File: src/rtl/tag_arg_string_tokenizer_core_assert.svh
// Assertion macros for the tokenizer core.
`ifndef TAG_ARG_STRING_TOKENIZER_CORE_ASSERT_SVH
`define TAG_ARG_STRING_TOKENIZER_CORE_ASSERT_SVH

// Same-cycle implication, sampled on clk, off during rst.
`define TASTOK_ASSERT_NOW(lbl, ante, cons) \
  lbl: assert property (@(posedge clk) disable iff (rst) (ante) |-> (cons)) \
    else $error("tokenizer assertion failed");

// Next-cycle implication, sampled on clk, off during rst.
`define TASTOK_ASSERT_NEXT(lbl, ante, cons) \
  lbl: assert property (@(posedge clk) disable iff (rst) (ante) |=> (cons)) \
    else $error("tokenizer assertion failed");

`endif

File: src/rtl/tastok_pkg.sv
`timescale 1ns / 1ps
`default_nettype none

package tastok_pkg;

  localparam int MAX_ARGS_DEF = 16;
  localparam int MAX_TAGS_DEF = 256;

  localparam logic [7:0] CH_SEMI  = 8'h3B;
  localparam logic [7:0] CH_EQ    = 8'h3D;
  localparam logic [7:0] CH_COMMA = 8'h2C;
  localparam logic [7:0] CH_BSL   = 8'h5C;
  localparam logic [7:0] CH_COLON = 8'h3A;

  typedef enum logic [2:0] {
    KIND_HELD      = 3'd0,
    KIND_NAME      = 3'd1,
    KIND_ARG       = 3'd2,
    KIND_TAG_SEP   = 3'd3,
    KIND_ARG_SEP   = 3'd4,
    KIND_DROP_SEP  = 3'd5,
    KIND_DROP_CHAR = 3'd6
  } kind_t;

  typedef struct packed {
    logic esc;
    logic in_name;
    logic name_seen;
    logic discarding;
    logic ok;
  } flags_t;

  localparam flags_t FLAGS_RESET = '{
    esc: 1'b0, in_name: 1'b1, name_seen: 1'b0, discarding: 1'b0, ok: 1'b1
  };

  typedef struct packed {
    logic [7:0] out_char;
    kind_t      kind;
    logic [7:0] tag_index;
    logic [5:0] arg_index;
    logic       all_ok;
  } res_t;

  function automatic logic name_char_ok(input logic [7:0] c);
    return (c inside {[8'h30:8'h39], [8'h41:8'h5A], [8'h61:8'h7A], CH_COLON});
  endfunction

endpackage

`default_nettype wire

File: src/rtl/tag_arg_string_tokenizer_core.sv
`timescale 1ns / 1ps
`default_nettype none

// Key/value display string tokenizer (name=arg,arg;name=...). Takes one
// character per s_ beat and gives one classified result per m_ beat, at one
// character per clock while m_tready does not hold back the output. A
// character goes into an input register, is classified against the running
// parse state by the combinational step logic, and its result lands in an
// output register, which holds it while m_tready is low. The parse state
// loop (escape, name, tag and argument counters, ok flag) closes through the
// step logic. A beat with tlast carries the final all_ok and returns the
// parser to its reset state.

`include "tag_arg_string_tokenizer_core_assert.svh"

module tag_arg_string_tokenizer_core #(
  parameter int MAX_ARGS = tastok_pkg::MAX_ARGS_DEF,
  parameter int MAX_TAGS = tastok_pkg::MAX_TAGS_DEF
) (
  input  wire logic        clk,
  input  wire logic        rst,
  input  wire logic        s_tvalid,
  output logic             s_tready,
  input  wire logic [7:0]  s_tdata,   // [7:0] ch
  input  wire logic        s_tlast,
  output logic             m_tvalid,
  input  wire logic        m_tready,
  output logic [23:0]      m_tdata,   // [7:0] out_char, [15:8] tag_index,
                                      // [21:16] arg_index, [23:22] zero
  output logic [3:0]       m_tuser,   // [2:0] kind, [3] all_ok
  output logic             m_tlast
);

  localparam int TAG_W = $clog2(MAX_TAGS);
  localparam int ARG_W = $clog2(MAX_ARGS + 1);

  logic               in_valid;
  logic [7:0]         in_ch;
  logic               in_last;
  logic               adv;

  tastok_pkg::flags_t flags;
  tastok_pkg::flags_t flags_next;
  logic [TAG_W-1:0]   tag_count;
  logic [TAG_W-1:0]   tag_count_next;
  logic [ARG_W-1:0]   arg_count;
  logic [ARG_W-1:0]   arg_count_next;
  tastok_pkg::res_t   res_next;

  tastok_pkg::res_t   res;
  logic               out_valid;
  logic               out_last;

  assign adv      = in_valid && (!out_valid || m_tready);
  assign s_tready = !in_valid || adv;

  always_ff @(posedge clk) begin
    if (rst) begin
      in_valid <= 1'b0;
    end else if (s_tready) begin
      in_valid <= s_tvalid;
    end
    if (s_tready && s_tvalid) begin
      in_ch   <= s_tdata;
      in_last <= s_tlast;
    end
  end

  tastok_step #(
    .MAX_ARGS (MAX_ARGS),
    .MAX_TAGS (MAX_TAGS)
  ) u_step (
    .ch             (in_ch),
    .last           (in_last),
    .flags          (flags),
    .tag_count      (tag_count),
    .arg_count      (arg_count),
    .flags_next     (flags_next),
    .tag_count_next (tag_count_next),
    .arg_count_next (arg_count_next),
    .res            (res_next)
  );

  always_ff @(posedge clk) begin
    if (rst) begin
      flags     <= tastok_pkg::FLAGS_RESET;
      tag_count <= '0;
      arg_count <= '0;
    end else if (adv) begin
      flags     <= flags_next;
      tag_count <= tag_count_next;
      arg_count <= arg_count_next;
    end
  end

  always_ff @(posedge clk) begin
    if (rst) begin
      out_valid <= 1'b0;
    end else if (adv) begin
      out_valid <= 1'b1;
    end else if (m_tready) begin
      out_valid <= 1'b0;
    end
    if (adv) begin
      res      <= res_next;
      out_last <= in_last;
    end
  end

  assign m_tvalid = out_valid;
  assign m_tdata  = {2'b00, res.arg_index, res.tag_index, res.out_char};
  assign m_tuser  = {res.all_ok, res.kind};
  assign m_tlast  = out_last;

  `TASTOK_ASSERT_NOW(a_held_escape_shape,
    m_tvalid && m_tuser[2:0] == tastok_pkg::KIND_HELD,
    m_tdata[7:0] == 8'd0 && !m_tlast)
  `TASTOK_ASSERT_NEXT(a_restart_after_last,
    adv && in_last,
    flags == tastok_pkg::FLAGS_RESET && tag_count == '0 && arg_count == '0)
  `TASTOK_ASSERT_NEXT(a_ok_sticks_low,
    adv && !in_last && !flags_next.ok,
    !flags.ok)

endmodule

`default_nettype wire

File: src/rtl/tastok_step.sv
`timescale 1ns / 1ps
`default_nettype none

module tastok_step #(
  parameter int MAX_ARGS = tastok_pkg::MAX_ARGS_DEF,
  parameter int MAX_TAGS = tastok_pkg::MAX_TAGS_DEF,
  localparam int TAG_W = $clog2(MAX_TAGS),
  localparam int ARG_W = $clog2(MAX_ARGS + 1)
) (
  input  wire logic [7:0]        ch,
  input  wire logic              last,
  input  wire tastok_pkg::flags_t flags,
  input  wire logic [TAG_W-1:0]  tag_count,
  input  wire logic [ARG_W-1:0]  arg_count,
  output tastok_pkg::flags_t     flags_next,
  output logic [TAG_W-1:0]       tag_count_next,
  output logic [ARG_W-1:0]       arg_count_next,
  output tastok_pkg::res_t       res
);

  localparam logic [TAG_W-1:0] TAG_MAX = TAG_W'(MAX_TAGS - 1);
  localparam logic [ARG_W-1:0] ARG_LIM = ARG_W'(MAX_ARGS);

  tastok_pkg::flags_t nx;
  logic [TAG_W-1:0]   nx_tag;
  logic [ARG_W-1:0]   nx_arg;
  logic [ARG_W-1:0]   arg_m1;
  logic [TAG_W+7:0]   tag_ext;
  logic [ARG_W+5:0]   arg_ext;
  logic               close_bad;
  logic [7:0]         out_ch;
  tastok_pkg::kind_t  kind;

  assign close_bad = flags.in_name && !flags.name_seen;

  always_comb begin
    nx     = flags;
    nx.esc = 1'b0;
    nx_tag = tag_count;
    nx_arg = arg_count;
    out_ch = ch;
    kind   = tastok_pkg::KIND_ARG;
    if (!flags.esc && ch == tastok_pkg::CH_BSL && !last) begin
      nx.esc = 1'b1;
      out_ch = 8'd0;
      kind   = tastok_pkg::KIND_HELD;
    end else if (!flags.esc && ch == tastok_pkg::CH_SEMI) begin
      if (close_bad) nx.ok = 1'b0;
      if (tag_count >= TAG_MAX) nx.ok = 1'b0;
      else nx_tag = tag_count + TAG_W'(1);
      nx.in_name    = 1'b1;
      nx.name_seen  = 1'b0;
      nx_arg        = '0;
      nx.discarding = 1'b0;
      kind          = tastok_pkg::KIND_TAG_SEP;
    end else if (!flags.esc && ch == tastok_pkg::CH_EQ) begin
      if (close_bad) nx.ok = 1'b0;
      nx.in_name    = 1'b0;
      nx_arg        = ARG_W'(1);
      nx.discarding = 1'b0;
      kind          = tastok_pkg::KIND_ARG_SEP;
    end else if (!flags.esc && ch == tastok_pkg::CH_COMMA) begin
      if (close_bad) nx.ok = 1'b0;
      nx.in_name = 1'b0;
      if (arg_count >= ARG_LIM) begin
        nx.ok         = 1'b0;
        nx.discarding = 1'b1;
        kind          = tastok_pkg::KIND_DROP_SEP;
      end else begin
        nx_arg        = arg_count + ARG_W'(1);
        nx.discarding = 1'b0;
        kind          = tastok_pkg::KIND_ARG_SEP;
      end
    end else if (flags.discarding) begin
      kind = tastok_pkg::KIND_DROP_CHAR;
    end else if (flags.in_name) begin
      nx.name_seen = 1'b1;
      if (!tastok_pkg::name_char_ok(ch)) nx.ok = 1'b0;
      kind = tastok_pkg::KIND_NAME;
    end
    if (last && nx.in_name && !nx.name_seen) nx.ok = 1'b0;
  end

  assign arg_m1  = nx_arg - ARG_W'(1);
  assign tag_ext = {8'd0, nx_tag};
  assign arg_ext = (nx.in_name || nx_arg == '0) ? '0 : {6'd0, arg_m1};
  assign res     = '{
    out_char:  out_ch,
    kind:      kind,
    tag_index: tag_ext[7:0],
    arg_index: arg_ext[5:0],
    all_ok:    nx.ok
  };

  // end of string returns to the reset state
  assign flags_next     = last ? tastok_pkg::FLAGS_RESET : nx;
  assign tag_count_next = last ? '0 : nx_tag;
  assign arg_count_next = last ? '0 : nx_arg;

endmodule

`default_nettype wire
File: config.mk
export PLATFORM = sky130hd
export DESIGN_NAME = tag_arg_string_tokenizer_core
export DESIGN_NICKNAME = d
export VERILOG_FILES = /design/src/rtl/tastok_pkg.sv /design/src/rtl/tag_arg_string_tokenizer_core.sv /design/src/rtl/tastok_step.sv
export VERILOG_INCLUDE_DIRS = /design/src /design/src/rtl
export SDC_FILE = /design/constraint.sdc
export NUM_CORES = 1
export LEC_CHECK = 0
export BUFFER_PORTS_ARGS = -buffer_cell sky130_fd_sc_hd__buf_2
export CORE_MARGIN = 4
export CORE_UTILIZATION = 50
export CTS_CLUSTER_SIZE = 12
export DETAILED_ROUTE_END_ITERATION = 6
export PLACE_DENSITY = 0.75
export SYNTH_ARGS = -nofsm -noshare
export SYNTH_HDL_FRONTEND = slang
export SYNTH_SLANG_ARGS = --single-unit
File: constraint.sdc
create_clock -name clk -period 2.7 [get_ports clk]
set_clock_uncertainty 0.2 [all_clocks]
set_input_delay 0.405 -clock clk [delete_from_list [all_inputs] [get_ports clk]]
set_output_delay 0.405 -clock clk [all_outputs]
set_load 0.01 [all_outputs]
### After elaboration in Yosys (flattened, before gate mapping)

Cells that the tools add are included.

* equal/unequal tests: 6
* $add $sub $neg: 3
* reduce and logical (&&, ||, !) cells: 28
* order comparisons: 8
* multiplexer cells: 39
* divide/modulo/power cells: 0
* $mul: 0
* shifts and indexed selects: 0
* bitwise logic cells: 0

Operator list (number)
* $mux 5: 7
* $eq 8x6->1 const B: 4
* $mux 8: 4
* $mux 1: 20
* $ge 8x7->1 const B: 2
* $le 8x7->1 const B: 2
* $logic_and 1x1->1: 13
* $mux 3: 3
* $add 8x1->8 const B: 1
* $eq 8x7->1 const B: 1
* $ge 8x6->1 const B: 1
* $ge 8x8->1 const B: 1
* $le 8x6->1 const B: 1
* $mux 4: 2
* $reduce_bool 4->1: 2
* $logic_not 1->1: 6
* $mux 2: 3
* $add 5x1->5 const B: 1
* $ge 5x5->1 const B: 1
* $logic_not 5->1: 1
* $sub 5x1->5 const B: 1
* $logic_or 1x1->1: 3
* $reduce_and 3->1: 1
* $ne 2x2->1 const B: 1
* 2 further kinds: 2

* ROM bits: 0
* logic and storage cells: 103
* bits in latches: 0
* memories: 0
* memory bits (writable): 0
* output and inout bits: 31
* bits in registers: 56

### Longest topological paths before layout

* depth after elaboration: 14
* mapped depth: 10
* gate-level depth less buffers: 9

### Cells and area by module

Synthesis repeated with hierarchy kept, for this count alone.

* cell total of the unflattened synthesis: 273
* area, all modules: 2926.6 um^2

Modules (own cells, without submodules)
* tag_arg_string_tokenizer_core: cells each 127, seq. area each 1481.4 um^2, area an instance 1986.9 um^2, instances 1
* tastok_step: cells each 146, seq. area each 0.0 um^2, area an instance 939.7 um^2, instances 1

### Worst setup path before layout

No wires, ideal clock.

* path type: register to register
* start point: reg in_ch[4]
* end point: reg res (netlist bit m_tdata[16]) (data pin)
* cell stages (with the launch flop): 10
* arrival time: 2.333 ns
* setup time: 0.274 ns
* setup slack: -0.107 ns
* period minus slack after synthesis: 2.807 ns
* path through: edfxtp_1 or4b_4 nor4_4 a21oi_1 and2_1 inv_1 ha_1 inv_1 nor4_2 nor3_1

* elaborated cells between the ends (all ways): 20
* those cells by class: add/sub: 1; eq/ne: 4; mux: 8; reduce/logical: 7

RTL lines
* start: declaration: RTL line tag_arg_string_tokenizer_core.sv:38 `logic [7:0] in_ch;`
* start signal: assignment: RTL line tag_arg_string_tokenizer_core.sv:64 `in_ch <= s_tdata;`
* $eq 8x6->1: RTL line tastok_step.sv:62 `end else if (!flags.esc && ch == tastok_pkg::CH_COMMA) begin`
* $logic_and 1x1->1: RTL line tastok_step.sv:62
* $mux 5: RTL line tastok_step.sv:62
* $mux 5: RTL line tastok_step.sv:56 `end else if (!flags.esc && ch == tastok_pkg::CH_EQ) begin`
* $mux 5: RTL line tastok_step.sv:47 `end else if (!flags.esc && ch == tastok_pkg::CH_SEMI) begin`
* $mux 5 (*): RTL line tastok_step.sv:43 `if (!flags.esc && ch == tastok_pkg::CH_BSL && !last) begin`
* $sub 5x1->5 (*): RTL line tastok_step.sv:84 `assign arg_m1 = nx_arg - ARG_W'(1);`
* net u_step.arg_m1[0]: RTL line tastok_step.sv:27 `logic [ARG_W-1:0] arg_m1;`
* end signal: assignment: RTL line tag_arg_string_tokenizer_core.sv:105 `res <= res_next;`
* end: declaration: RTL line tag_arg_string_tokenizer_core.sv:50 `tastok_pkg::res_t res;`

The timed path passes the listed nets; every way through them passes the cells marked *. The select of a mux whose other input is x is not followed.
A chain may end at the register's enable or synchronous reset.

### Worst setup path in the final report

* start point: reg in_ch[7]
* end point: reg res (netlist bit m_tdata[17]) (data pin)

* cells in the longest elaborated chain, start to end: 8
* elaborated cells between the ends (all ways): 20
* those cells by class: add/sub: 1; eq/ne: 4; mux: 8; reduce/logical: 7

Ends and longest elaborated chain
* branches (longest 8 deep; another with $sub 5x1->5)

Parallel ways; which one is timed is not known. The select of a mux whose other input is x is not followed.

==> impl_metrics.toml <==
[status]
status = "complete, but fails checks"
violations = "negative setup slack"

[final_layout]
fillerInstances = 412
drive_gt1_share_pct = 35.7
antenna-diode-count = 0
areaGrowthSynthToFinish_pct = 26.5
layout.cells.most_common = "buf_2"
final_cell_mix = "buf_2 (40), edfxtp_1 (35), buf_4 (31)"
layout.nets = 330
final_cells = 384
final_util_pct = 65.6

[timing]
max-slew-margin-rel_pct = 64.8
slew_violations = 0
fin_crit_sh_pct = 101
max_freq_mhz = 366
finalSetupTns_ns = -0.104
setup_viol = 4
fin_ws_ns = -0.0353
worst_pin_slew_ns = 0.528
hold_violations = 0
min_period_ns = 2.74
rsz0062_at_grt = "true"

[die]
pin_count = 44
die_h_um = 81.0
die_w_um = 81.0
core_area_um2 = 5140
core.rowCount = 26
dieArea_um2 = 6570
start_util_pct = 51.9

[power]
p_int_mw = 1.16
p_sw_mw = 0.344
power_density_nw_per_um2 = 446
leakage_nw = 1.24
comb_power_share_pct = 9.1
power_frac_seq_pct = 62.1
pwr-share-clk_pct = 28.8
netSwitchingFraction_pct = 22.8
ir_worst_vdd_uv = 227

[synth]
syn_avg_cell_area_um2 = 10.9
synth_top_area_share_pct = 39.4
synth.distinct_cells = 60
synth_area_um2 = 2670
synth_cells = 244
yosysTopAreaCell = "edfxtp_1"
synth-edff-count = 35
ys.flop_type = "edfxtp_1"
yosysSeqAreaShare_pct = 54.4
synth.ff_latch_count = 55
yosys-top-cells-area = "edfxtp_1 (39%), dfxtp_1 (15%), nor2_1 (3.8%), a22oi_1 (2.8%), a21oi_1 (2.4%)"
ys_warn_count = 0
synthArstFlopShare_pct = 0

[clocking]
clk_pin_slew_ns = 0.09
max-clock-path-buffers = 2
clock_sinks = 55
clk_latency_ns = 0.30
cts_htree_levels = 2
root_buffer = "clkbuf_8"
cts_tree = "yes"
hold_buffers = 0
cts-buffers-inserted = 5

[routing]
drt-pass1-iter-count = 4
viasPerCell = 5.64
wire_per_inst_um = 15.6
vias = 2165
antenna_left = 0
drt_first_iter_violations = 198
wl_mm = 6.00
drc = 0

[worst_hold_path]
worstHoldStart = "s_tdata[3]"
hold_class = "primary input to register"

[critical_path]
worstPathMaxFanout = 7
cp.arrival_ns = 2.59
r2r_slack_ns = -0.04
crit_type = "register to register"
r2r-start = "in_ch[7]$_DFFE_PP_"
rr_endpoint = "m_tdata[17]$_SDFFCE_PP0P_"
crit_end = "m_tdata[17]$_SDFFCE_PP0P_"
reg2regPathDepth = 8
cp_cell_sequence = "or4b_4 -> nor4_4 -> buf_6 -> buf_6 -> a41oi_4 -> o21a_4 -> nor4_4 -> nor3_1"
crit_path_end_kind = "register"
critPathSlowestCell = "or4b_4"
max_stage_delay_ns = 0.59
worst_setup_path_start_kind = "register"
critPathLaunch = "in_ch[7]$_DFFE_PP_"
crit_required_ns = 2.55

[global_route]
grt_pass1_wl_mm = 9.38
grt_max_degree = 21
antenna_found_initial = 0
overflow = 0
grt_pass1_vias = 1954
grtUsageTotal_pct = 18.3

[run]
drv_cap = 0

[place]
numPortBuffers = 40
place_inst = 364
gp_congestion = 0.890
dpl.hpwl_mm = 4.14
## through the flow
step / hold WS (ns) / power [mW] / instance area (µm²) / setup WS, ns
floorplan: 0.224 / 1.03 / 2670 / -0.0990
global placement: 0.258 / 1.08 / 3070 / 0.128
detailed placement: 0.270 / 1.08 / 3070 / 0.0488
CTS: 0.0676 / 1.51 / 3150 / 0.0162
global route: 0.0556 / 1.57 / 3370 / -0.141
finish: 0.0703 / 1.51 / 3370 / -0.0353
## cell families after synthesis
group                    share of synthesized area (%)
buffers and inverters                             4.22
flip-flops                                        54.4
other                                            0.141
adder cells (fa/ha/maj)                           1.88
multiplexers                                      1.22
AO/OA/AOI/OAI                                     15.4
XOR/XNOR                                          1.64
AND/OR/NAND/NOR                                   21.0
## worst min-delay path by stage
stage	end	slack (ns)	depth (start not counted)
2_1_floorplan	m_tlast$_DFFE_PP_	0.22	0
4_1_cts	in_ch[6]$_DFFE_PP_	0.07	1
5_1_grt	in_ch[1]$_DFFE_PP_	0.06	1
3_5_place_dp	flags[4]$_SDFFE_PP0P_	0.27	2
6_report	in_ch[3]$_DFFE_PP_	0.07	1
3_3_place_gp	flags[4]$_SDFFE_PP0P_	0.26	2
## power by group through the flow
stage / sequential (mW) / combinational [mW] / clock (mW)
floorplan: 0.965 / 0.0632 / 0
global placement: 0.953 / 0.125 / 0
detailed placement: 0.955 / 0.126 / 0
CTS: 0.935 / 0.127 / 0.444
global route: 0.938 / 0.151 / 0.483
finish: 0.935 / 0.137 / 0.434
## area by class of cell
class	count	area (µm²)	area share (%)
timing repair buffer	75	487	14.4
clock inverter	1	5.00	0.148
sequential	55	1450	43.0
inverter	9	41.3	1.22
clock buffer	7	76.3	2.26
multi-input combinational	167	1220	36.3
tap	70	87.6	2.60
## cell usage after synthesis (2+ instances only)
master / count
nor2b_1: 7
a31oi_1: 4
nor3_1: 8
clkbuf_1: 10
a21o_1: 2
nor2_1: 27
nand3_1: 7
dfxtp_1: 20
nor3b_1: 4
ha_1: 4
and2_1: 3
nor4_1: 2
mux2_2: 2
or3_1: 2
a22oi_1: 10
nand2_1: 11
o22ai_1: 2
o21ai_0: 7
nor4b_2: 2
a21oi_1: 13
o31ai_1: 2
inv_1: 9
edfxtp_1: 35
xor2_1: 4
buf_4: 4
nand2b_1: 7
nor4_2: 2
a21oi_2: 2
## routing by layer
metal	wire [µm]	global-route usage, %	vias up	part of all wire (%)
met5	0	0	-	0
met4	159	5.57	0	2.7
met3	320	3.33	16	5.3
met2	2870	28.9	76	48
met1	2650	25.6	1032	44
li1	-	-	1041	-
## timing repair
| item | 4_1_cts | 5_1_grt |
|---|---|---|
| buffers inserted | 0 | 12 |
| setup endpoints to repair | 0 | 5 |
| resized for setup | 0 | 26 |
## worst max-delay path, delay by kind of cell, from the launching register on
family	cells	cell delay, ns
AOI/OAI and AO/OA	2	0.37
buffers and inverters	2	0.29
DFF	1	0.40
and+or+nand+nor	4	1.22
## registers in the layout (all words and copies together) (netlist names)
name	cells
in_valid	1
arg_count	5
in_last	1
in_ch	8
flags	5
tag_count	8
m_tlast	1
m_tvalid	1
m_tdata	21
m_tuser	4
(Power assumes the default switching activity.)
